$ cat src/rtl/core/rotation_matrix_to_quaternion_top_macros.svh
// ----------------------------------------------------------------------------
// rotation matrix to quaternion: assertion macros
// shared concurrent assertion forms, compiled out when ASSERT_OFF is defined
// ----------------------------------------------------------------------------
`ifndef ROTATION_MATRIX_TO_QUATERNION_TOP_MACROS_SVH
`define ROTATION_MATRIX_TO_QUATERNION_TOP_MACROS_SVH
`ifndef ASSERT_OFF
// property must hold at every clock edge outside reset
`define RMQ_ASSERT(lbl, clk, rstn, prop) \
  lbl: assert property (@(posedge clk) disable iff (!rstn) prop) \
    else $error("rmq assertion failed");
// condition must never be seen at a clock edge outside reset
`define RMQ_NEVER(lbl, clk, rstn, expr) \
  lbl: assert property (@(posedge clk) disable iff (!rstn) !(expr)) \
    else $error("rmq forbidden condition seen");
`else
`define RMQ_ASSERT(lbl, clk, rstn, prop)
`define RMQ_NEVER(lbl, clk, rstn, expr)
`endif
`endif

$ cat src/rtl/core/rmq_pkg.sv
// ----------------------------------------------------------------------------
// rmq_pkg
// beat types, classification record and fixed constants of the converter
// ----------------------------------------------------------------------------
package rmq_pkg;

  localparam int D_W         = 17;  // signed sum or difference of two elements
  localparam int Q_W         = 17;  // quotient magnitude bits before saturation
  localparam int OUT_W       = 16;
  localparam int LANES       = 3;   // components produced by division
  localparam int QUEUE_DEPTH = 4;
  localparam int QPTR_W      = 2;

  localparam logic [OUT_W-1:0] Q_POS_MAX = 16'h7fff;
  localparam logic [OUT_W-1:0] Q_NEG_MIN = 16'h8000;

  // quaternion slot that receives the half root
  typedef enum logic [1:0] {
    AX_X = 2'd0,
    AX_Y = 2'd1,
    AX_Z = 2'd2,
    AX_W = 2'd3
  } axis_t;

  typedef struct packed {
    logic signed [15:0] m00;
    logic signed [15:0] m01;
    logic signed [15:0] m02;
    logic signed [15:0] m10;
    logic signed [15:0] m11;
    logic signed [15:0] m12;
    logic signed [15:0] m20;
    logic signed [15:0] m21;
    logic signed [15:0] m22;
    logic signed [15:0] corner;
  } in_beat_t;

  typedef struct packed {
    logic signed [15:0] qx;
    logic signed [15:0] qy;
    logic signed [15:0] qz;
    logic signed [15:0] qw;
    logic               invalid;
  } out_beat_t;

  // da, db, dc go to the three non-half slots in ascending slot order
  typedef struct packed {
    logic                  invalid;
    axis_t                 half_axis;
    logic signed [D_W-1:0] da;
    logic signed [D_W-1:0] db;
    logic signed [D_W-1:0] dc;
  } cls_t;

  typedef struct packed {
    logic             invalid;
    axis_t            half_axis;
    logic [LANES-1:0] neg;
    logic [OUT_W-1:0] half;
  } div_sb_t;

endpackage

$ cat src/rtl/core/rmq_queue.sv
// ----------------------------------------------------------------------------
// rmq_queue
// small fifo between the classifier and the arithmetic pipeline
// ----------------------------------------------------------------------------
module rmq_queue #(
  parameter int W = 8
) (
  input  logic         clk,
  input  logic         rst_n,
  input  logic         push_i,
  input  logic [W-1:0] din_i,
  output logic         full_o,
  input  logic         pop_i,
  output logic [W-1:0] dout_o,
  output logic         empty_o
);

  localparam int PW = rmq_pkg::QPTR_W;

  logic [W-1:0]  mem_r [rmq_pkg::QUEUE_DEPTH];
  logic [PW-1:0] wr_r, wr_nxt, rd_r, rd_nxt;
  logic [PW:0]   cnt_r, cnt_nxt;

  assign full_o  = (cnt_r == (PW+1)'(rmq_pkg::QUEUE_DEPTH));
  assign empty_o = (cnt_r == '0);
  assign dout_o  = mem_r[rd_r];

  always_comb begin
    wr_nxt  = push_i ? wr_r + PW'(1) : wr_r;
    rd_nxt  = pop_i ? rd_r + PW'(1) : rd_r;
    cnt_nxt = cnt_r + (PW+1)'(push_i) - (PW+1)'(pop_i);
  end

  always_ff @(posedge clk) begin
    if (!rst_n) begin
      wr_r  <= '0;
      rd_r  <= '0;
      cnt_r <= '0;
    end else begin
      wr_r  <= wr_nxt;
      rd_r  <= rd_nxt;
      cnt_r <= cnt_nxt;
    end
  end

  always_ff @(posedge clk) begin
    if (push_i) mem_r[wr_r] <= din_i;
  end

endmodule

$ cat config.mk
export PLATFORM = sky130hd
export DESIGN_NAME = rmq_queue
export DESIGN_NICKNAME = d
export VERILOG_FILES = /design/src/rtl/core/rotation_matrix_to_quaternion_top_macros.svh /design/src/rtl/core/rmq_pkg.sv /design/src/rtl/core/rmq_queue.sv
export SDC_FILE = /design/constraint.sdc
export NUM_CORES = 1
export LEC_CHECK = 0
export ABC_CLOCK_PERIOD_IN_PS = 2600
export BUFFER_PORTS_ARGS = -buffer_cell sky130_fd_sc_hd__buf_2
export CORE_MARGIN = 2
export CORE_UTILIZATION = 46
export CTS_BUF_LIST = sky130_fd_sc_hd__clkbuf_8
export DETAILED_ROUTE_END_ITERATION = 6
export PLACE_DENSITY_LB_ADDON = 0.12
export SETUP_SLACK_MARGIN = 0.5
export SYNTH_ARGS = -nofsm -noshare
export SYNTH_HDL_FRONTEND = slang
export SYNTH_SLANG_ARGS = --single-unit
$ cat constraint.sdc
create_clock -name clk -period 2.6 [get_ports clk]
set_clock_uncertainty 0.1 [all_clocks]
set_input_delay 0.13 -clock clk [delete_from_list [all_inputs] [get_ports clk]]
set_output_delay 0.13 -clock clk [all_outputs]
set_load 0.005 [all_outputs]
### Word-level counts from Yosys, hierarchy flattened

Memories as Yosys holds them, arrays and structs flattened. A register that Yosys moved wholly into a read port is not among the register bits.
Cells that the tools add are included.

* add/sub/neg operators: 4
* $mul: 0
* divide/modulo/power cells: 0
* $lt $le $gt $ge: 0
* eq/ne operators: 1
* shift-type cells: 0
* mux-type cells: 4
* bitwise logic cells: 0
* reductions and logical operators: 1

Operators with widths (number)
* $add A2 B1 Y2 const B: 2
* $mux W2: 2
* $add A3 B1 Y3: 1
* $eq A3 B3 Y1 const B: 1
* $logic_not A3 Y1: 1
* $sub A3 B1 Y3: 1
* $mux W1: 2

* flip-flop bits (word level): 7
* latch bits: 0
* bits in writable memories: 32
* bits in read-only memories: 0
* bits of input ports: 12
* logic and storage cells: 14
* memories: 1

Memory list
* mem_r: depth 4, width 8, read ports 1, clocked after memory_dff 1, wr ports 1, RTL line rmq_queue.sv:20 `logic [W-1:0] mem_r [rmq_pkg::QUEUE_DEPTH];`

### Longest topological paths before layout

* word-level depth: 3
* mapped depth: 7

### Least setup slack after synthesis

OpenSTA, ideal clock, no wires.

* path kind: flip-flop to flip-flop
* from: reg cnt_r[0]
* to: reg cnt_r[2]
* arrival: 1.554 ns
* required time: 2.383 ns
* path slack: 0.829 ns
* cell stages (with the launch flop): 8
* cell sequence: dfxtp_1 > inv_1 > ha_1 > inv_1 > ha_1 > fa_1 > xor3_1 > nor2_1

* cells in the longest elaborated chain, start to end: 2

Ends and longest elaborated chain
* from (decl): RTL line rmq_queue.sv:22 `logic [PW:0] cnt_r, cnt_nxt;`
* from (signal assigned): RTL line rmq_queue.sv:42 `cnt_r <= cnt_nxt;`
* $add A3 B1 Y3: RTL line rmq_queue.sv:31 `cnt_nxt = cnt_r + (PW+1)'(push_i) - (PW+1)'(pop_i);`
* $sub A3 B1 Y3: RTL line rmq_queue.sv:31

Every way passes these cells.
A chain may end at the register's enable or synchronous reset.

==> results summary <==
The run finished with clean final reports. During I/O placement, the number of pins put on the boundary was 22. The final number of setup-violating endpoints came out at 0. The total of max-cap violations is 0. The via count of the first global-routing pass is 800. Global routing used 14.07% of the available tracks. The average size of a mapped cell came out at 18.83 um2.

In the final design database the tool counted 139 nets. The max-slew violation count was 0. Clock tree synthesis inserted a total of 5 buffers. The final estimated routing congestion in global placement is 0.6644. The core area came out at 3337 um2.

The number of gates resized after cts came out at 0. The setup path with the least slack is of type reg2out. The sequential power share is 54.4%. The first-pass GRT wire length came out at 3898 um. The wire-length estimate of the detail-placed layout is 1603 um. The number of nets in the synthesized netlist is 104. The cell count after synthesis is 85. In the post-route analysis, the smallest setup slack over all paths is 684.5 ps.

The count of cells along the worst register-to-register path came out at 7. Across all register-to-register paths, the minimum setup slack is 750 ps. VDD sags by at most 0.4541 mV. Buffers placed on the I/O ports in this run total 21. The initial cell density of the core came out at 47.96%. After clock tree synthesis, the clock-pin slew on the worst setup and hold paths is 70 ps. The slowest stage of the critical path belongs to the cell sky130_fd_sc_hd__dfxtp_1. The clock latency on the worst-skew pair is 280 ps. The share of synthesized area occupied by flip-flops and latches came out at 71.31%.

TritonCTS built the clock tree. For this run, the top clock speed supported by timing is 0.5221 GHz. The Yosys step of the flow raised 0 warnings. For the pin with the worst max-slew slack, the measured transition is 562.9 ps. The worst setup path is launched from a flip-flop.

The worst slack at placement is 746.6 ps. The area growth from synthesis to layout is 21.42%. Data on the critical path arrives at its endpoint at 1690 ps. Summed over all nets, the switching power comes to 0.0002979 W. After detailed routing, the number of vias per cell comes to 4.743.

In this run the worst hold path is classified as in2reg. The routed layout has 792 vias. The antenna diode count came out at 0. Along the worst hold path, the cell count comes to 3. Of all nets on the critical path, the largest fanout is 8. The DRC marker count from the first detailed-route iteration is 54. The summed instance area of the synthesized netlist is 1600 um2. The total detailed-routing wirelength is 2326 um. The count of standard-cell rows came out at 21. The horizontal die dimension is 62.98 um. The aggregate global routing overflow came out at 0. The CTS root buffer is sky130_fd_sc_hd__clkbuf_8. Once the clock tree was built, the setup fixing pass inserted 0 buffers. The critical path goes through mux4_2 > buf_2. The full die area is 3966 um2. The share of total power in combinational logic came out at 12.7%.

Power spread over the standard cell area amounts to 742.1 nW/um2. The pin count of the biggest net entering global routing came out at 13. CTS built an H-tree with a depth of 2. The sequential cell area came out at 1141 um2. The largest buffer count on any clock path is 2. The number of fill cells in the layout came out at 280. Setup repair after global routing left no endpoint under its margin. Hold repair after CTS inserted 9 buffers. The floorplan die height is 62.98 um. The count of cell types in the netlist came out at 18. Cell internal power was estimated by the tool at 0.001144 W. After detailed routing, the number of remaining DRC violations is 0. Among cell families on the critical path, the largest total delay comes from flip-flops. The leakage power figure came out at 0.7291 nW. The largest incremental delay on the critical path came out at 680 ps. The hold violation total from the final report came out at 0. The beginning of the worst register-to-register path is cnt_r[0]. The detail route stage leaves a number of antenna-violating nets equal to 0.

The summed negative setup slack over all endpoints came out at 0 ps. The endpoint type of the worst setup path is an output port. The endpoint identified for the worst register-to-register timing path is cnt_r[2]. The final critical delay including setup and external delays is 1916 ps. The worst slew margin relative to its limit came out at 62.43%. The total of flip-flops plus latches after synthesis came out at 41.

The first-pass detailed-route iteration total is 4. The share of layout cells above drive strength 1 is 29.75%. The part of the total power dissipated in the clock network came out at 32.9%. The count of buffering cells on the critical path with inverters included is 1. The switching part of the total is 20.66%. The initial antenna violation count is 0. After detailed routing, the average wire length per cell comes to 13.93 um. In the final layout, the multi-input gates occupy 416.7 um2. The number of clock sinks is 41. In this run the most critical hold path is launched from pop_i. The required time of the critical path is 2370 ps. The fraction of the cycle the final worst path needs is 73.67%.
[cell type report]
class                           instances  area share [%]
Clock inverter                          3           1.932
Multi-Input combinational cell         35           21.44
Timing Repair Buffer                   30           10.05
Clock buffer                            5           3.542
Inverter                                7           1.352
Tap cell                               46           2.962
Sequential cell                        41           58.72
[cells by family (layout without fill, tap and decap cells)]
kind of cell             after synthesis  count (layout)  synth area share [%]
flip-flops                            41              41                 71.31
AND/OR/NAND/NOR                       14              14                 4.692
multiplexers                           9               9                 11.88
buffers and inverters                  9              45                 2.658
adder cells (fa/ha/maj)                7               7                 5.942
XOR/XNOR                               3               3                 2.580
AO/OA/AOI/OAI                          2               2                0.9380
[cell usage after synthesis (all sizes together)]
library cell	n	share of area [%]
edfxtp	32	60
dfxtp	9	11
mux4	8	11
inv	7	1.6
and2	6	2.3
ha	6	4.7
nor2	5	1.2
xnor2	2	1.1
a21bo	1	0.63
a21oi	1	0.31
and3	1	0.39
buf	1	0.70
clkbuf	1	0.31
fa	1	1.3
mux2i	1	0.63
nand3b	1	0.47
nor3	1	0.31
xor3	1	1.5
[routing by layer]
layer / vias up / wire length [um] / part of all wire (%) / GRT usage [%]
met5: - / 0 / 0 / 0
met4: 0 / 42 / 1.8 / 5.833
met3: 5 / 138 / 5.9 / 6.126
met2: 21 / 1176 / 51 / 23.27
met1: 381 / 969 / 42 / 15.90
li1: 385 / - / - / -
[worst max-delay path by stage]
stage | start | endpoint | slack, ps | cells after the start
detailed placement | cnt_r[0] | cnt_r[2] | 750 | 7
CTS | flip-flop | dout_o[7] | 620 | 2
global placement | cnt_r[0] | cnt_r[2] | 810 | 7
global route | flip-flop | dout_o[5] | 550 | 2
finish | flip-flop | dout_o[4] | 680 | 2
floorplan | cnt_r[0] | cnt_r[2] | 830 | 7
[power by group through the flow]
stage | clock network [W] | registers [W] | logic, W
after floorplan | 0 | 0.000783 | 0.000128
after global placement | 0 | 0.000797 | 0.000169
after detailed placement | 0 | 0.000800 | 0.000176
after CTS | 0.000491 | 0.000785 | 0.000187
after global routing | 0.000523 | 0.000790 | 0.000206
final | 0.000475 | 0.000784 | 0.000183
[worst reg2reg max path, delay by kind of cell, from the launching register on]
family,cells,cell delay [ps]
adder cells (fa/ha/maj),3,810
flip-flops,1,330
AND/OR/NAND/NOR,1,40
XOR/XNOR,1,370
buffers and inverters,2,100
[registers in the layout, indices dropped and copies added, names as in the netlist, named ones only]
name / flops
cnt_r: 3
mem_r: 32
rd_r: 2
wr_r: 2
[through the flow]
| stage | utilization (%) | total power [W] | instance area (um2) | cells | hold slack (ps) |
|---|---|---|---|---|---|
| floorplan | - | 0.0009107 | 1600 | 85 | 128.9 |
| global placement | 52.34 | 0.0009666 | 1747 | 150 | 241.5 |
| detailed placement | 52.34 | 0.0009763 | 1747 | 150 | 252.3 |
| CTS | 58.23 | 0.001463 | 1943 | 167 | 84.32 |
| global route | 58.23 | 0.001519 | 1943 | 167 | 100.4 |
| finish | 58.23 | 0.001442 | 1943 | 167 | 88.55 |
[placed cells by master (no fill, tap or decap)]
cell                            Yosys  final
sky130_fd_sc_hd__nor3_1             1      1
sky130_fd_sc_hd__bufinv_16          0      1
sky130_fd_sc_hd__inv_1              7      8
sky130_fd_sc_hd__nand3b_1           1      1
sky130_fd_sc_hd__dlygate4sd3_1      0      9
sky130_fd_sc_hd__and3_1             1      1
sky130_fd_sc_hd__clkbuf_8           0      5
sky130_fd_sc_hd__mux4_2             8      8
sky130_fd_sc_hd__nor2_1             5      5
sky130_fd_sc_hd__a21oi_1            1      1
sky130_fd_sc_hd__fa_1               1      1
sky130_fd_sc_hd__mux2i_1            1      1
sky130_fd_sc_hd__edfxtp_1          32     32
sky130_fd_sc_hd__clkinv_1           0      1
sky130_fd_sc_hd__ha_1               6      6
sky130_fd_sc_hd__buf_2              0     21
sky130_fd_sc_hd__xor3_1             1      1
sky130_fd_sc_hd__xnor2_1            2      2
sky130_fd_sc_hd__a21bo_2            1      1
sky130_fd_sc_hd__dfxtp_1            9      9
sky130_fd_sc_hd__and2_1             6      6
(Power assumes the default switching activity.)
