File: src/rtl/core/rotation_matrix_to_quaternion_top_macros.svh
// ----------------------------------------------------------------------------
// rotation matrix to quaternion: assertion macros
// shared concurrent assertion forms, compiled out when ASSERT_OFF is defined
// ----------------------------------------------------------------------------
`ifndef ROTATION_MATRIX_TO_QUATERNION_TOP_MACROS_SVH
`define ROTATION_MATRIX_TO_QUATERNION_TOP_MACROS_SVH
`ifndef ASSERT_OFF
// property must hold at every clock edge outside reset
`define RMQ_ASSERT(lbl, clk, rstn, prop) \
  lbl: assert property (@(posedge clk) disable iff (!rstn) prop) \
    else $error("rmq assertion failed");
// condition must never be seen at a clock edge outside reset
`define RMQ_NEVER(lbl, clk, rstn, expr) \
  lbl: assert property (@(posedge clk) disable iff (!rstn) !(expr)) \
    else $error("rmq forbidden condition seen");
`else
`define RMQ_ASSERT(lbl, clk, rstn, prop)
`define RMQ_NEVER(lbl, clk, rstn, expr)
`endif
`endif

File: src/rtl/core/rmq_pkg.sv
// ----------------------------------------------------------------------------
// rmq_pkg
// beat types, classification record and fixed constants of the converter
// ----------------------------------------------------------------------------
package rmq_pkg;

  localparam int D_W         = 17;  // signed sum or difference of two elements
  localparam int Q_W         = 17;  // quotient magnitude bits before saturation
  localparam int OUT_W       = 16;
  localparam int LANES       = 3;   // components produced by division
  localparam int QUEUE_DEPTH = 4;
  localparam int QPTR_W      = 2;

  localparam logic [OUT_W-1:0] Q_POS_MAX = 16'h7fff;
  localparam logic [OUT_W-1:0] Q_NEG_MIN = 16'h8000;

  // quaternion slot that receives the half root
  typedef enum logic [1:0] {
    AX_X = 2'd0,
    AX_Y = 2'd1,
    AX_Z = 2'd2,
    AX_W = 2'd3
  } axis_t;

  typedef struct packed {
    logic signed [15:0] m00;
    logic signed [15:0] m01;
    logic signed [15:0] m02;
    logic signed [15:0] m10;
    logic signed [15:0] m11;
    logic signed [15:0] m12;
    logic signed [15:0] m20;
    logic signed [15:0] m21;
    logic signed [15:0] m22;
    logic signed [15:0] corner;
  } in_beat_t;

  typedef struct packed {
    logic signed [15:0] qx;
    logic signed [15:0] qy;
    logic signed [15:0] qz;
    logic signed [15:0] qw;
    logic               invalid;
  } out_beat_t;

  // da, db, dc go to the three non-half slots in ascending slot order
  typedef struct packed {
    logic                  invalid;
    axis_t                 half_axis;
    logic signed [D_W-1:0] da;
    logic signed [D_W-1:0] db;
    logic signed [D_W-1:0] dc;
  } cls_t;

  typedef struct packed {
    logic             invalid;
    axis_t            half_axis;
    logic [LANES-1:0] neg;
    logic [OUT_W-1:0] half;
  } div_sb_t;

endpackage

File: src/rtl/core/rmq_div_pipe.sv
// ----------------------------------------------------------------------------
// rmq_div_pipe
// three restoring dividers sharing one divisor, one quotient bit per stage
// ----------------------------------------------------------------------------
module rmq_div_pipe #(
  parameter int NUM_W = 31,
  parameter int DEN_W = 18,
  parameter int SB_W  = 8
) (
  input  logic                                         clk,
  input  logic                                         rst_n,
  input  logic                                         en_i,
  input  logic                                         vld_i,
  input  logic [rmq_pkg::LANES-1:0][NUM_W-1:0]         num_i,
  input  logic [DEN_W-1:0]                             den_i,
  input  logic [SB_W-1:0]                              sb_i,
  output logic                                         vld_o,
  output logic [rmq_pkg::LANES-1:0][rmq_pkg::Q_W-1:0]  quo_o,
  output logic [rmq_pkg::LANES-1:0]                    ovf_o,
  output logic [SB_W-1:0]                              sb_o
);

  localparam int L     = rmq_pkg::LANES;
  localparam int QW    = rmq_pkg::Q_W;
  localparam int CMP_W = (NUM_W > DEN_W + QW) ? NUM_W : DEN_W + QW;

  logic [L-1:0][NUM_W-1:0] rem_r [QW+1];
  logic [L-1:0][QW-1:0]    quo_r [QW+1];
  logic [L-1:0]            ovf_r [QW+1];
  logic [DEN_W-1:0]        den_r [QW+1];
  logic [SB_W-1:0]         sb_r  [QW+1];
  logic [QW:0]             vld_r;
  logic [L-1:0]            ovf_in;

  // quotient needs more than QW bits
  for (genvar l = 0; l < L; l++) begin : g_ovf
    assign ovf_in[l] = (CMP_W'(num_i[l] >> QW) >= CMP_W'(den_i));
  end

  always_ff @(posedge clk) begin
    if (!rst_n) begin
      vld_r[0] <= 1'b0;
    end else if (en_i) begin
      vld_r[0] <= vld_i;
    end
  end

  always_ff @(posedge clk) begin
    if (en_i) begin
      rem_r[0] <= num_i;
      quo_r[0] <= '0;
      ovf_r[0] <= ovf_in;
      den_r[0] <= den_i;
      sb_r[0]  <= sb_i;
    end
  end

  for (genvar s = 1; s <= QW; s++) begin : g_stage
    localparam int B = QW - s;
    logic [L-1:0][NUM_W-1:0] rem_nxt;
    logic [L-1:0][QW-1:0]    quo_nxt;
    logic [CMP_W-1:0]        trial;

    assign trial = CMP_W'(den_r[s-1]) << B;

    for (genvar l = 0; l < L; l++) begin : g_lane
      logic take;
      assign take       = (CMP_W'(rem_r[s-1][l]) >= trial);
      assign rem_nxt[l] = take ? NUM_W'(CMP_W'(rem_r[s-1][l]) - trial) : rem_r[s-1][l];
      assign quo_nxt[l] = take ? (quo_r[s-1][l] | (QW'(1) << B)) : quo_r[s-1][l];
    end

    always_ff @(posedge clk) begin
      if (!rst_n) begin
        vld_r[s] <= 1'b0;
      end else if (en_i) begin
        vld_r[s] <= vld_r[s-1];
      end
    end

    always_ff @(posedge clk) begin
      if (en_i) begin
        rem_r[s] <= rem_nxt;
        quo_r[s] <= quo_nxt;
        ovf_r[s] <= ovf_r[s-1];
        den_r[s] <= den_r[s-1];
        sb_r[s]  <= sb_r[s-1];
      end
    end
  end

  assign vld_o = vld_r[QW];
  assign quo_o = quo_r[QW];
  assign ovf_o = ovf_r[QW];
  assign sb_o  = sb_r[QW];

endmodule

File: config.mk
export PLATFORM = sky130hd
export DESIGN_NAME = rmq_div_pipe
export DESIGN_NICKNAME = d
export VERILOG_FILES = /design/src/rtl/core/rotation_matrix_to_quaternion_top_macros.svh /design/src/rtl/core/rmq_pkg.sv /design/src/rtl/core/rmq_div_pipe.sv
export SDC_FILE = /design/constraint.sdc
export NUM_CORES = 2
export LEC_CHECK = 0
export BUFFER_PORTS_ARGS = -buffer_cell sky130_fd_sc_hd__buf_2
export CAP_MARGIN = 20
export CORE_UTILIZATION = 58
export DETAILED_ROUTE_END_ITERATION = 16
export GPL_TIMING_DRIVEN = 0
export PLACE_DENSITY = 0.77
export SETUP_SLACK_MARGIN = 0.02
export SLEW_MARGIN = 20
export SYNTH_ARGS = -nofsm -noshare
export SYNTH_HDL_FRONTEND = slang
export SYNTH_SLANG_ARGS = --single-unit
export TNS_END_PERCENT = 5
File: constraint.sdc
create_clock -name clk -period 3.4 [get_ports clk]
set_input_delay 0.17 -clock clk [delete_from_list [all_inputs] [get_ports clk]]
set_output_delay 0.17 -clock clk [all_outputs]
set_load 0.01 [all_outputs]
# Word level (Yosys, flattened, before mapping)
# Memory sizes are Yosys's and may differ from the RTL's.
# Cells that the tools add are included.
# classes
shifts	0
n_lt_le_gt_ge	54
eq_ne	0
n_reduce_logical	0
addsub	51
n_div	0
n_mux	104
n_mul	0
n_bitwise	0
# op_table
operator	n
31-bit 2-to-1 mux	51
31-bit subtractor	12
31-bit by 34-bit >= comparator with 1-bit output	3
31-bit by 33-bit >= comparator with 1-bit output	3
31-bit by 32-bit >= comparator with 1-bit output	3
31-bit by 18-bit >= comparator with 1-bit output	3
31-bit by 19-bit >= comparator with 1-bit output	3
31-bit by 20-bit >= comparator with 1-bit output	3
31-bit by 21-bit >= comparator with 1-bit output	3
31-bit by 22-bit >= comparator with 1-bit output	3
31-bit by 23-bit >= comparator with 1-bit output	3
31-bit by 24-bit >= comparator with 1-bit output	3
31-bit by 25-bit >= comparator with 1-bit output	3
31-bit by 26-bit >= comparator with 1-bit output	3
31-bit by 27-bit >= comparator with 1-bit output	3
31-bit by 28-bit >= comparator with 1-bit output	3
31-bit by 29-bit >= comparator with 1-bit output	3
31-bit by 30-bit >= comparator with 1-bit output	3
31-bit >= comparator	3
31-bit by 18-bit subtractor with 31-bit output	3
31-bit by 19-bit subtractor with 31-bit output	3
31-bit by 20-bit subtractor with 31-bit output	3
31-bit by 21-bit subtractor with 31-bit output	3
31-bit by 22-bit subtractor with 31-bit output	3
26 further kinds	80
# word_totals
ff_bits	18
ram_bits	3114
mem_bits_ro	0
latch_bits	0
mem_count	5
# mem_list
name	words	width	read_ports	rd_clocked_by_memory_dff	wr	line	rtl
rem_r	18	93	17	0	18	rmq_div_pipe.sv:27	logic [L-1:0][NUM_W-1:0] rem_r [QW+1];
quo_r	18	51	18	0	18	rmq_div_pipe.sv:28	logic [L-1:0][QW-1:0] quo_r [QW+1];
den_r	18	18	17	0	18	rmq_div_pipe.sv:30	logic [DEN_W-1:0] den_r [QW+1];
sb_r	18	8	18	0	18	rmq_div_pipe.sv:31	logic [SB_W-1:0] sb_r [QW+1];
ovf_r	18	3	18	0	18	rmq_div_pipe.sv:29	logic [L-1:0] ovf_r [QW+1];

# Depth between registers and ports, before layout
# An unclocked memory read counts as a cell.
# logic_depth
depth_word	3
ltp_mapped	14
mapped_depth_nobuf	14

# Worst setup path after synthesis
# Ideal clock, no wire load.
# synth_path
path_type	reg2reg
from	mem rem_r[5][42] (netlist bit)
to	mem rem_r[6][52] (netlist bit) (data pin)
period_less_slack_ps	3674
arrival_ps	3414
n_path_buf	1
setup_slack_ps	-274
required_time_ps	3140
path_stages_with_launch	14
setup_time_ps	260
path_cell_list	edfxtp_1 > inv_1 > ha_1 > inv_1 > fa_1 > a21o_1 > a21o_1 > nand2_1 > a211oi_1 > or4b_2 > a31o_2 > a21oi_1 > clkbuf_1 > mux2_2
# synth_rtl
item	line
from (decl)	rmq_div_pipe.sv:27

==> summary.txt <==
Layout
  – Layout area overhead: 17.3%
  – Fin area: between 150000 and 200000 sq um
  – Final #Nets: ~13000
  – Layout cells sized above 1: 16.1%
  – Post-Layout Cell Count: 15206
  – Util after Layout: 68.5%
  – Fillers: roughly 16000

Worst setup path
  – Worst path arrival time: about 4.4 ns
  – Required @ worst endpoint: 4.11 ns
  – Setup crit start kind: register
  – CP endpoint kind: register
  – Cell mode on critical path: o31a_1
  – Max FO, Critical Path: 6
  – Kind of critical path: reg2reg
  – Worst Reg-to-Reg Cells: 11
  – Worst path depth: 11
  – WP buf/inv: 1
  – Delay-heaviest family, CP: compound AO/OA/AOI/OAI gates
  – Crit path cell chain: inv_1 -> ha_1 -> o21a_1 -> o31a_1 -> o31a_1 -> nor4_1 -> o31ai_1 -> a31oi_1 -> o2111ai_2 -> nor3_1 -> xor2_2
  – Delay of the slowest critical-path stage: 0.40 ns
  – CP max-delay cell: edfxtp_1

Timing
  – Rel. slew slack: between 15 and 20%
  – Tightest Pin Transition: 1.24 ns
  – Hold Vio Cnt, Final: 0
  – Setup violators final: 161
  – Setup TNS: -12.52 ns
  – Final worst slack: -0.262 ns
  – RSZ-0062 raised after global routing: yes
  – Slew Viols, Final: 0
  – Max Fclk: about 0.27 GHz
  – Setup Skew: ~0.094 ns
  – Post-layout min period: around 3.7 ns
  – Final period utilization: 108%

Route
  – Initial DRC count: 8394
  – WL/cell: around 26 um
  – Final WL: 400000 um
  – Met3 wire length: 25300 um
  – Via Count: 94253
  – DRT Pass-1 Iters: 8
  – # DRC: 0
  – Max Used Layer: met5
  – Antenna viol nets, final: 0
  – Met1 WL: 157000 um
  – Vias/cell: between 6 and 7
  – Routed wl met2: between 150000 and 200000 um

Synthesis
  – Yosys warns: 0
  – Yosys reg bits: 2562
  – Post-synthesis average cell area: between 10 and 15 sq um
  – EDFF count, synth: 2544
  – Syn Inst Count: 10971
  – Register area share after synthesis: a little under three fifths
  – Top_reg_cell synth: edfxtp_1
  – FFs w/ async S/R, synth: 0%
  – Syn nets: around 12000
  – Library cells used by synthesis: 90
  – Cell Area, Synth: 134000 sq um

Floorplan
  – Die Ht: 483 um
  – Die Width: 483 um
  – Placement Rows: approximately 180
  – Initial Util: about three fifths
  – Die Area: about 230000 sq um
  – Ports: between 150 and 200
  – Core area: between 200000 and 250000 sq um

Flow run
  – Maxcap violations: 0

Power and ir drop
  – PwrDens: 798 nW/um^2
  – Leak: 59.9 nW
  – Peak VDD IR: around 0.55 mV

GRT
  – Initial antenna violation count: 16
  – Vias in the first global route: approximately 91000
  – Gr ovfl total: 0
  – Largest net degree at the start of global routing: 157
  – Tot GR Track Use: 33.2%
  – Global-route wire length before repair: 576000 um

Clock tree
  – Worst-path clk slew: around 0.06 ns
  – TritonCTS Buffers: 286
  – Clk Latency, worst-skew pair: 0.96 ns
  – Root buffer cell: clkbuf_16
  – Clock H-tree levels: 5
  – Clock sinks: 2562
  – Clk buf depth: 4
  – CTS tree: built

Placement
  – HPWL after detailed placement: between 300000 and 400000 um
  – Placed cell areas: ~140000 sq um
  – PortBufs: roughly 190
  – Final Wtd Congestion: 0.990
  – Pre-CTS setup slack: -1.76 ns
  – DP Cell Count: 14203

Outcome
  – Status: complete, but fails checks
  – Failing checks: setup timing

Worst hold path
  – Hold Crit Class: in2reg
  – Depth of the worst hold-timing path: 2
## flip-flops by register name, summed over array words and instances (netlist names)
register  flops
vld_r        17
vld_o         1
den_r       306
quo_r       459
rem_r      1581
sb_r        144
ovf_r        54
## layout make-up
class                   count  area (sq um)  area share (%)
inverters                 605          2440            1.55
multi-input cells        7625         57700            36.6
repair buffers            708          6350            4.03
plain buffers             168          1300           0.824
well taps                3026          3790            2.40
clock buffers             330          7410            4.70
clock inverters           155          1740            1.10
flip-flops and latches   2562         76800            48.7
diodes                     27          67.6          0.0429
## metrics by stage
step | hold WS (ns) | total power [mW]
global placement | 0.347 | 88.7
global route | 0.0526 | 132
finish | 0.0656 | 126
detailed placement | 0.348 | 90.4
floorplan | 0.269 | 76.9
CTS | -0.217 | 123
## cell usage after synthesis (84+ instances only)
cell type  instances  area share [%]
xor2_1           387             2.5
clkbuf_1         153            0.43
nand3_1          164            0.61
xnor2_1          470             3.1
nor4_1           152            0.71
nand2_1          749             2.1
o21a_1           142            0.79
nor2_1           693             1.9
a21o_1           326             1.8
ha_1             942             8.8
nor2b_1          159            0.74
o21ai_0          662             2.5
or3_1             84            0.39
mux2_2           297             2.5
nor3_1           217            0.81
inv_1            601             1.7
a21oi_1          792             3.0
edfxtp_1        2544              57
nand4_1          109            0.51
nand2b_1         133            0.62
## metal layers
layer | vias to the layer above | GRT usage (%)
met5 | - | 0
met4 | 8 | 18.5
met3 | 978 | 4.77
met2 | 3734 | 55.4
met1 | 46068 | 41.7
li1 | 43465 | -
## layout by cell type (no fill, tap or decap), types with 239 or more instances in the layout
cell           Yosys  layout
a21o_1           326     326
a21oi_1          792     713
clkbuf_16          0     294
dlygate4sd3_1      0     239
edfxtp_1        2544    2544
ha_1             942     888
inv_1            601     509
mux2_2           297     273
nand2_1          749     740
nor2_1           693     675
o21ai_0          662     579
xnor2_1          470     469
xor2_1           387     382
## where the power goes
group,switching [mW],internal (mW),total [mW],leakage (nW)
Clock,12.6,18.0,30.6,4.43
Sequential,5.40,43.7,49.1,24.7
Combinational,26.4,19.6,46.0,30.7
## cells by family (layout without fill, tap and decap cells)
family	after synthesis	after routing	synth area share [%]
AO/OA/AOI/OAI	2608	2608	12.2
XOR/XNOR	857	857	5.59
other	0	27	0
buffers and inverters	785	1966	2.22
multiplexers	364	364	3.02
flip-flops	2562	2562	57.2
adder cells (fa/ha/maj)	990	990	9.49
AND/OR/NAND/NOR	2805	2806	10.4
## repair_timing
item,in CTS,in global routing
endpoints found under the setup margin,1250,1128
hold buffers,236,10
cloned,3,3
resized for setup,646,468
setup buffers,138,112
endpoints found under the hold margin,291,151
pin swaps,77,114
## worst paths after layout
path            startpoint             to  slack (ns)
min reg2reg  quo_r[11][23]  quo_r[12][23]        0.40
max reg2reg   den_r[13][2]  rem_r[14][30]       -0.26
max           den_r[13][2]  rem_r[14][30]       -0.26
min              num_i[59]   rem_r[0][59]        0.07
Power figures use the tool's default switching activity.
