==> src/rtl/core/rotation_matrix_to_quaternion_top_macros.svh <==
// ----------------------------------------------------------------------------
// rotation matrix to quaternion: assertion macros
// shared concurrent assertion forms, compiled out when ASSERT_OFF is defined
// ----------------------------------------------------------------------------
`ifndef ROTATION_MATRIX_TO_QUATERNION_TOP_MACROS_SVH
`define ROTATION_MATRIX_TO_QUATERNION_TOP_MACROS_SVH
`ifndef ASSERT_OFF
// property must hold at every clock edge outside reset
`define RMQ_ASSERT(lbl, clk, rstn, prop) \
  lbl: assert property (@(posedge clk) disable iff (!rstn) prop) \
    else $error("rmq assertion failed");
// condition must never be seen at a clock edge outside reset
`define RMQ_NEVER(lbl, clk, rstn, expr) \
  lbl: assert property (@(posedge clk) disable iff (!rstn) !(expr)) \
    else $error("rmq forbidden condition seen");
`else
`define RMQ_ASSERT(lbl, clk, rstn, prop)
`define RMQ_NEVER(lbl, clk, rstn, expr)
`endif
`endif

==> src/rtl/core/rmq_pkg.sv <==
// ----------------------------------------------------------------------------
// rmq_pkg
// beat types, classification record and fixed constants of the converter
// ----------------------------------------------------------------------------
package rmq_pkg;

  localparam int D_W         = 17;  // signed sum or difference of two elements
  localparam int Q_W         = 17;  // quotient magnitude bits before saturation
  localparam int OUT_W       = 16;
  localparam int LANES       = 3;   // components produced by division
  localparam int QUEUE_DEPTH = 4;
  localparam int QPTR_W      = 2;

  localparam logic [OUT_W-1:0] Q_POS_MAX = 16'h7fff;
  localparam logic [OUT_W-1:0] Q_NEG_MIN = 16'h8000;

  // quaternion slot that receives the half root
  typedef enum logic [1:0] {
    AX_X = 2'd0,
    AX_Y = 2'd1,
    AX_Z = 2'd2,
    AX_W = 2'd3
  } axis_t;

  typedef struct packed {
    logic signed [15:0] m00;
    logic signed [15:0] m01;
    logic signed [15:0] m02;
    logic signed [15:0] m10;
    logic signed [15:0] m11;
    logic signed [15:0] m12;
    logic signed [15:0] m20;
    logic signed [15:0] m21;
    logic signed [15:0] m22;
    logic signed [15:0] corner;
  } in_beat_t;

  typedef struct packed {
    logic signed [15:0] qx;
    logic signed [15:0] qy;
    logic signed [15:0] qz;
    logic signed [15:0] qw;
    logic               invalid;
  } out_beat_t;

  // da, db, dc go to the three non-half slots in ascending slot order
  typedef struct packed {
    logic                  invalid;
    axis_t                 half_axis;
    logic signed [D_W-1:0] da;
    logic signed [D_W-1:0] db;
    logic signed [D_W-1:0] dc;
  } cls_t;

  typedef struct packed {
    logic             invalid;
    axis_t            half_axis;
    logic [LANES-1:0] neg;
    logic [OUT_W-1:0] half;
  } div_sb_t;

endpackage

==> src/rtl/core/rmq_front.sv <==
// ----------------------------------------------------------------------------
// rmq_front
// picks the trace or diagonal branch, forms the radicand and the numerators
// ----------------------------------------------------------------------------
module rmq_front #(
  parameter int FRAC_BITS = 14,
  parameter int RAD_W     = 19
) (
  input  rmq_pkg::in_beat_t beat_i,
  output rmq_pkg::cls_t     cls_o,
  output logic [RAD_W-1:0]  rad_o
);

  localparam int RSW = RAD_W + 1;
  localparam int DW  = rmq_pkg::D_W;

  logic signed [RSW-1:0] e00, e11, e22, trace, rad_s, one;
  logic signed [DW-1:0]  s01, s02, s12, d12, d20, d01;
  rmq_pkg::axis_t        ax;
  logic                  trace_pos;
  logic                  bad;

  assign e00 = RSW'(beat_i.m00);
  assign e11 = RSW'(beat_i.m11);
  assign e22 = RSW'(beat_i.m22);
  assign one = RSW'(1) << FRAC_BITS;

  assign s01 = DW'(beat_i.m01) + DW'(beat_i.m10);
  assign s02 = DW'(beat_i.m02) + DW'(beat_i.m20);
  assign s12 = DW'(beat_i.m12) + DW'(beat_i.m21);
  assign d12 = DW'(beat_i.m12) - DW'(beat_i.m21);
  assign d20 = DW'(beat_i.m20) - DW'(beat_i.m02);
  assign d01 = DW'(beat_i.m01) - DW'(beat_i.m10);

  assign trace     = e00 + e11 + e22;
  assign trace_pos = !trace[RSW-1] && (trace != '0);

  // largest diagonal, lower index wins ties
  always_comb begin
    ax = rmq_pkg::AX_X;
    if (beat_i.m11 > beat_i.m00) ax = rmq_pkg::AX_Y;
    if (beat_i.m22 > ((ax == rmq_pkg::AX_Y) ? beat_i.m11 : beat_i.m00)) ax = rmq_pkg::AX_Z;
  end

  always_comb begin
    cls_o = '0;
    if (trace_pos) begin
      rad_s           = trace + RSW'(beat_i.corner);
      cls_o.half_axis = rmq_pkg::AX_W;
      cls_o.da        = d12;
      cls_o.db        = d20;
      cls_o.dc        = d01;
    end else begin
      cls_o.half_axis = ax;
      case (ax)
        rmq_pkg::AX_X: begin
          rad_s    = e00 - (e11 + e22) + one;
          cls_o.da = s01;
          cls_o.db = s02;
          cls_o.dc = d12;
        end
        rmq_pkg::AX_Y: begin
          rad_s    = e11 - (e22 + e00) + one;
          cls_o.da = s01;
          cls_o.db = s12;
          cls_o.dc = d20;
        end
        default: begin
          rad_s    = e22 - (e00 + e11) + one;
          cls_o.da = s02;
          cls_o.db = s12;
          cls_o.dc = d01;
        end
      endcase
    end
    bad           = rad_s[RSW-1] || (rad_s == '0);
    cls_o.invalid = bad;
    rad_o         = bad ? RAD_W'(1) : rad_s[RAD_W-1:0];
  end

endmodule

==> config.mk <==
export PLATFORM = sky130hd
export DESIGN_NAME = rmq_front
export DESIGN_NICKNAME = d
export VERILOG_FILES = /design/src/rtl/core/rotation_matrix_to_quaternion_top_macros.svh /design/src/rtl/core/rmq_pkg.sv /design/src/rtl/core/rmq_front.sv
export SDC_FILE = /design/constraint.sdc
export NUM_CORES = 1
export LEC_CHECK = 0
export ABC_CLOCK_PERIOD_IN_PS = 7600
export BUFFER_PORTS_ARGS = -buffer_cell sky130_fd_sc_hd__buf_2
export CORE_UTILIZATION = 40
export DETAILED_ROUTE_END_ITERATION = 6
export SYNTH_ARGS = -nofsm -noshare
export SYNTH_HDL_FRONTEND = slang
export SYNTH_SLANG_ARGS = --single-unit
==> constraint.sdc <==
create_clock -name vclk -period 7.6
set_input_delay 0.76 -clock vclk [all_inputs]
set_output_delay 0.76 -clock vclk [all_outputs]
set_load 0.01 [all_outputs]
; ---- Word-level counts from Yosys, hierarchy flattened
; Index checks and enable logic that the tools add are counted.
[op_classes]
n_addsub = 17
multipliers = 0
div = 0
order_cmp = 2
eq_ne = 2
shift = 0
mux = 8
n_bitwise = 0
reduce_logical = 6
[op_table]
columns = op, n
row1 = adder 16 x 16 -> 17 bit, 6
row2 = one-hot mux 51 bit (2 select lines), 1
row3 = adder 18 x 16 -> 19 bit (second input constant), 3
row4 = subtractor 16 x 17 -> 18 bit, 3
row5 = 2-to-1 mux 53 bit, 1
row6 = subtractor 16 x 16 -> 17 bit, 3
row7 = one-hot mux 20 bit (2 select lines), 1
row8 = greater-than comparator 16 bit, 2
row9 = logical NOT 20 bit, 1
row10 = 2-to-1 mux 20 bit, 1
row11 = nonzero test 20 bit, 1
row12 = adder 18 x 16 -> 19 bit, 1
row13 = 2-to-1 mux 19 bit, 1
row14 = adder 17 x 16 -> 18 bit, 1
row15 = 2-to-1 mux 16 bit, 1
row16 = == test 2 x 1 -> 1 bit (second input constant), 2
row17 = logical NOT 2 bit, 1
row18 = 2-to-1 mux 2 bit, 1
row19 = logical AND 1 bit, 1
row20 = logical NOT 1 bit, 1
row21 = logical OR 1 bit, 1
row22 = 2-to-1 mux 1 bit, 1
[word_totals]
regBits = 0
latch_bits = 0
ram_bits = 0
mem_bits_ro = 0
in_bits = 160
out_inout_bits = 73
word_cells = 35
n_memories = 0

; ---- Depth between registers and ports, before layout
; Gate-level depths: netlist (run 1).
[logic_depth]
ltp_word = 12
ltp_mapped = 29
ltp_nobuf = 28

; ---- Least setup slack after synthesis (run 1)
; OpenSTA, ideal clock, no wires.
[synth_path]
path_kind = input to output
start = input port beat_i[158] in the netlist's numbering
end = output port cls_o[43] in the netlist's numbering
arrival_time_ps = 6412
t_required_ps = 6840
setup_slack_ps = 428
cell_stages = 25
n_path_buf = 9
path_cell_list = inv_1 > ha_1 > clkbuf_1 > nand2_1 > or4_1 > a21oi_1 > or4_1 > clkbuf_1 > and3_1 > clkbuf_1 > buf_2 > buf_2 > buf_2 > mux2i_1 > ha_1 > a211oi_1 > nor2_1 > o31a_1 > o311ai_0 > and2_1 > clkbuf_1 > buf_2 > buf_1 > mux2_2 > o21ai_0
[synth_lines]
columns = element, line
row1 = start: declaration, rmq_front.sv:9  ; input rmq_pkg::in_beat_t beat_i,
row2 = end: declaration, rmq_front.sv:10  ; output rmq_pkg::cls_t cls_o,

; ---- Worst setup path in the final report (run 1)
[layout_path]
start = input port beat_i[80] in the netlist's numbering
end = output port rad_o[0]
[layout_between]
elab_chain_cells = 12
word_cells_on_any_way = 26
cone_classes = 10 x add/sub / 2 x order compare / 2 x eq/ne / 6 x mux / 6 x reduce/logical
[layout_rtl]
columns = element, line
row1 = "parallel branches: the longest is 8 deep, another holds adder 18 x 16 -> 19 bit", n/a
row2 = 2-to-1 mux 20 bit *, rmq_front.sv:47  ; if (trace_pos) begin
row3 = logical NOT 20 bit, rmq_front.sv:76  ; bad = rad_s[RSW-1] || (rad_s == '0);
row4 = logical OR 1 bit, rmq_front.sv:76
row5 = 2-to-1 mux 19 bit *, rmq_front.sv:78  ; rad_o = bad ? RAD_W'(1) : rad_s[RAD_W-1:0];
row6 = end: declaration, rmq_front.sv:11  ; output logic [RAD_W-1:0] rad_o
; Mark *: on every way between the ends.

==> metrics.txt, run 1 <==
Post-DP HPWL=40300 um; crit-path max FO=6; Slew headroom=0.460; Final WS setup=0.326 ns; total gr overflow=0; crit path launch type=primary input; fin crit share=0.957; Sw Share=0.599; Slowest Stage Delay on Critical Path=0.47 ns; post-DR wirelength/cell=18.8 um; Mapped Cells=1800; achievable clock frequency=137 MHz; proportion of layout cells with a drive suffix above 1=0.159; vias in the first global route=12862; starting density of the core=0.411; Avg Vias per Cell=5.64; required time worst endpoint=6.84 ns; # DRC=0; Syn. warnings=0; port bufs=232; area fraction in compound gates after synthesis=0.258; clock network power share=0; switching power=0.00187 W; die area=33400 sq um; total power=0.00312 W; Die Y=183 um; Reg area=0 sq um; via count=13770; Pwr per Cell Area=211 nW/um^2; xor-xnor portion of the synthesized cell area=0.101; area delta synth->final=13.3%; Post-Synth Simple-Gate Area=0.175; Synth Cell Area=13100 sq um; main combinational cell family by area after synthesis=adder cells; syn_area_per_cell=7.27 sq um; Worst EP arrival=6.51 ns; clock buf count=0; CP endpoint kind=output port; final-report setup violation count=0; final hold violation count=0; CP Class=primary input to output port; Tmin final=7.27 ns; GP Congestion=0.965; initial antenna violation count=5; final-layout worst hold slack=1.97 ns; Layout Nets=2485; combinational power share=1.000; # IOs=233; non-filler instance count after layout=2442; Flop pwr share=0; outcome=finished clean; worst-case vdd ir drop=81.1 uV; Slowest-stage cell, CP=or3b_2; mux cell area share after synthesis=0.0485; dpl cells=2431; max-cap violation count=0; core area=31900 sq um; Final Max Tran Viols=0; Detailed Routing Iterations Pass 1=5; final sequential cell count=0; leak pwr=7.44 nW; syn nets=2281; HP Start=beat_i[96]; P_int=0.00125 W; largest net degree at the start of global routing=33; RSZ-0062 raised after global routing=yes; hold_buf cts=0; post-synthesis sequential area ratio=0; adder-cell share of the synthesized area=0.332; 1st-iter DRT viols=968; final WL=46000 um; worst slew pin tran=0.799 ns; Post-DRT Antenna Nets=0; overall routing resource usage=0.262; post-synthesis cell type count=82; die width=183 um; Worst Hold Class=primary input to output port; Worst Setup SP=beat_i[80]; first-pass GRT wire length=69300 um; pre-CTS WS=0.130 ns; Core Rows=65
per-layer routing:
metal,GRT usage,part of all wire,routed length [um]
met1,0.361,0.46,21400
met5,0,0,0
met2,0.444,0.46,20900
met3,0.0121,0.050,2300
met4,0.0727,0.030,1390
worst paths after layout:
path	cells after the start	endpoint	slack (ns)
worst max-delay path	26	rad_o[0]	0.33
worst min-delay path	4	cls_o[0]	1.97
metrics by stage:
stage | area [sq um] | setup TNS [ns] | utilization
CTS | 14700 | 0 | 0.461
detailed placement | 14700 | 0 | 0.461
floorplan | 13100 | 0 | -
finish | 14800 | 0 | 0.465
global route | 14800 | -0.0233 | 0.465
global placement | 14700 | 0 | 0.461
logic make-up after synthesis:
| family | count (synthesis) |
|---|---|
| muxes | 61 |
| adders and majority gates | 321 |
| buffers and inverters | 280 |
| AOI/OAI and AO/OA | 509 |
| and+or+nand+nor | 477 |
| xor gates and xnor gates | 151 |
| other | 1 |
cell type report:
| type | count | area (sq um) |
|---|---|---|
| fillers | 3382 | 17100 |
| inverters | 222 | 833 |
| well taps | 435 | 544 |
| diodes | 5 | 12.5 |
| repair buffers | 260 | 1400 |
| multi-input cells | 1520 | 12000 |
Yosys cell counts, types with 24 or more instances:
| master | number | area, sq um |
|---|---|---|
| clkbuf_1 | 30 | 113 |
| nor3_1 | 44 | 220 |
| inv_1 | 221 | 830 |
| o21ai_0 | 91 | 455 |
| fa_1 | 44 | 881 |
| a31oi_1 | 28 | 175 |
| nor2_1 | 133 | 499 |
| ha_1 | 277 | 3470 |
| xor2_1 | 34 | 298 |
| nand2_1 | 137 | 514 |
| nand3_1 | 28 | 140 |
| xnor2_1 | 117 | 1020 |
| nand2b_1 | 26 | 163 |
| a21oi_1 | 144 | 721 |
| a21o_1 | 38 | 285 |
| mux2i_1 | 42 | 420 |
| o21a_1 | 24 | 180 |
placed cells by master (no fill, tap or decap), drive strengths merged, types with 19 or more instances in the layout:
cell type / instances
ha: 277
buf: 260
inv: 222
a21oi: 144
nand2: 137
nor2: 133
xnor2: 117
o21ai: 92
nor3: 44
fa: 44
mux2i: 42
a21o: 38
xor2: 34
a31oi: 30
nand3: 28
nand2b: 26
o21a: 24
a211oi: 21
o21bai: 20
nor2b: 19
o211ai: 19
mux2: 19
critical path, delay by kind of cell:
family                     cells  cell delay, ns
AOI/OAI and AO/OA             11            2.19
buffers and inverters          2            0.30
xor gates and xnor gates       3            0.74
adders and majority gates      4            1.36
and+or+nand+nor                6            1.15
power by group through the flow:
stage / sequential, W / combinational (W) / clock (W)
2_1_floorplan: 0 / 0.00209 / 0
3_3_place_gp: 0 / 0.00302 / 0
3_5_place_dp: 0 / 0.00303 / 0
4_1_cts: 0 / 0.00305 / 0
5_1_grt: 0 / 0.00339 / 0.0000000000882
6_report: 0 / 0.00312 / 0.0000000000882
repair_timing:
| item | in CTS | in global routing |
|---|---|---|
| setup endpoints to repair | 0 | 50 |
| endpoints found under the hold margin | 0 | 0 |
| resized for setup | 0 | 13 |
| setup buffers | 0 | 6 |
No activity file was read; power rests on OpenSTA's default activity.
==> run 2: changes to the inputs <==
==> constraint.sdc (replaced) <==
create_clock -name vclk -period 7.6
set_input_delay 1.52 -clock vclk [all_inputs]
set_output_delay 1.52 -clock vclk [all_outputs]
set_load 0.01 [all_outputs]
==> run 2 against run 1 <==
Compared with the run above:
- the flow now finishes with violations (negative setup slack)
- worst hold slack improved by 1.5 ns
- critical path depth increased by 4
- first-iteration DRC count increased by 14%
- critical path type unchanged
- critical endpoint unchanged
- highest routed layer unchanged
==> metrics.txt, run 2 (synthesis results as in run 1) <==
initial antenna violation count=1; Flop pwr share=0; final-report setup violation count=72; fillers=2916; Detailed Routing Iterations Pass 1=5; Multi-input gate area=13200 sq um; total power=0.00454 W; cell repeated most along the worst path=a21oi_2; crit-path max FO=4; Pwr per Cell Area=236 nW/um^2; Slowest-stage cell, CP=or4_1; most frequent cells in the layout=buf_4 (292), ha_1 (256), inv_1 (211); worst path bufs/invs=3; fin crit share=1.08; commonest non-fill, non-tap cell in the layout=buf_4; max-cap violation count=0; core area=31900 sq um; Final WS setup=-0.631 ns; port bufs=232; final hold violation count=0; area delta synth->final=46.9%; combinational power share=1.000; P_int=0.00224 W; Post-DP HPWL=41700 um; Worst EP arrival=6.71 ns; Layout Nets=2810; RSZ-0062 raised after global routing=yes; Placed Instance Area=16900 sq um; final WL=51100 um; Die Y=183 um; starting density of the core=0.411; first-pass GRT wire length=76000 um; Tmin final=8.23 ns; crit path launch type=primary input; die width=183 um; outcome=finished, violations left; Slowest Stage Delay on Critical Path=0.47 ns; crit-path leading delay family=compound AO/OA/AOI/OAI gates; worst slew pin tran=0.795 ns; # IOs=233; Slew headroom=0.456; CP endpoint kind=output port; Reg area=0 sq um; total gr overflow=0; Sw Share=0.505; final sequential cell count=0; CP Class=primary input to output port; leak pwr=9.51 nW; Core Rows=65; largest net degree at the start of global routing=30; die area=33400 sq um; achievable clock frequency=121 MHz; Worst Hold Class=primary input to output port; required time worst endpoint=6.08 ns; overall routing resource usage=0.285; vias in the first global route=14376; # DRC=0; Avg Vias per Cell=5.53; violated checks=negative setup slack; Post-DRT Antenna Nets=0; Final Max Tran Viols=0; switching power=0.00229 W; worst-case vdd ir drop=134 uV; proportion of layout cells with a drive suffix above 1=0.346; clock buf count=0; post-DR wirelength/cell=18.5 um; GP Congestion=0.988; clock network power share=0; 1st-iter DRT viols=1099; via count=15277; final non-filler cell area=19200 sq um
run 2: through the flow:
stage	setup slack [ns]	TNS, ns	util	std cells	hold WS (ns)
floorplan	-0.120	-1.64	-	1800	3.25
global placement	-0.838	-49.09	0.530	2691	3.49
detailed placement	-0.962	-54.15	0.530	2691	3.49
CTS	-0.625	-38.21	0.577	2736	3.49
global route	-0.859	-49.47	0.603	2763	3.52
finish	-0.631	-37.64	0.603	2763	3.50
run 2: worst min-delay path, delay by kind of cell:
| family | cells | cell delay (ns) |
|---|---|---|
| buffers and inverters | 2 | 0.20 |
| AO/OA/AOI/OAI | 1 | 0.07 |
| adder cells (fa/ha/maj) | 1 | 0.19 |
run 2: power groups by stage:
stage | combinational, W | sequential [W] | clock, W
after floorplan | 0.00214 | 0 | 0
after global placement | 0.00355 | 0 | 0
after detailed placement | 0.00358 | 0 | 0
after CTS | 0.00413 | 0 | 0
after global routing | 0.00485 | 0 | 0.0000000000176
final | 0.00454 | 0 | 0.0000000000176
run 2: worst paths after layout:
path       end  cells past startpoint  slack, ns  startpoint
max   rad_o[0]                     30      -0.63  beat_i[80]
min   cls_o[0]                      4       3.50  beat_i[96]
run 2: final cells by class:
class	count	share of cell area
well taps	435	0.0283
multi-input cells	1520	0.689
diodes	1	0.000130
inverters	222	0.0448
repair buffers	585	0.238
run 2: repair_timing:
action,4_1_cts,5_1_grt
pin swaps,68,63
cloned,10,2
gates resized for setup,222,125
buffers inserted,38,32
hold buffers,0,0
setup endpoints to repair,72,72
run 2: layer usage:
metal	track usage	routed length, um
met2	0.491	23700
met3	0.0163	3100
met1	0.394	23300
met5	0	0
met4	0.0493	1050
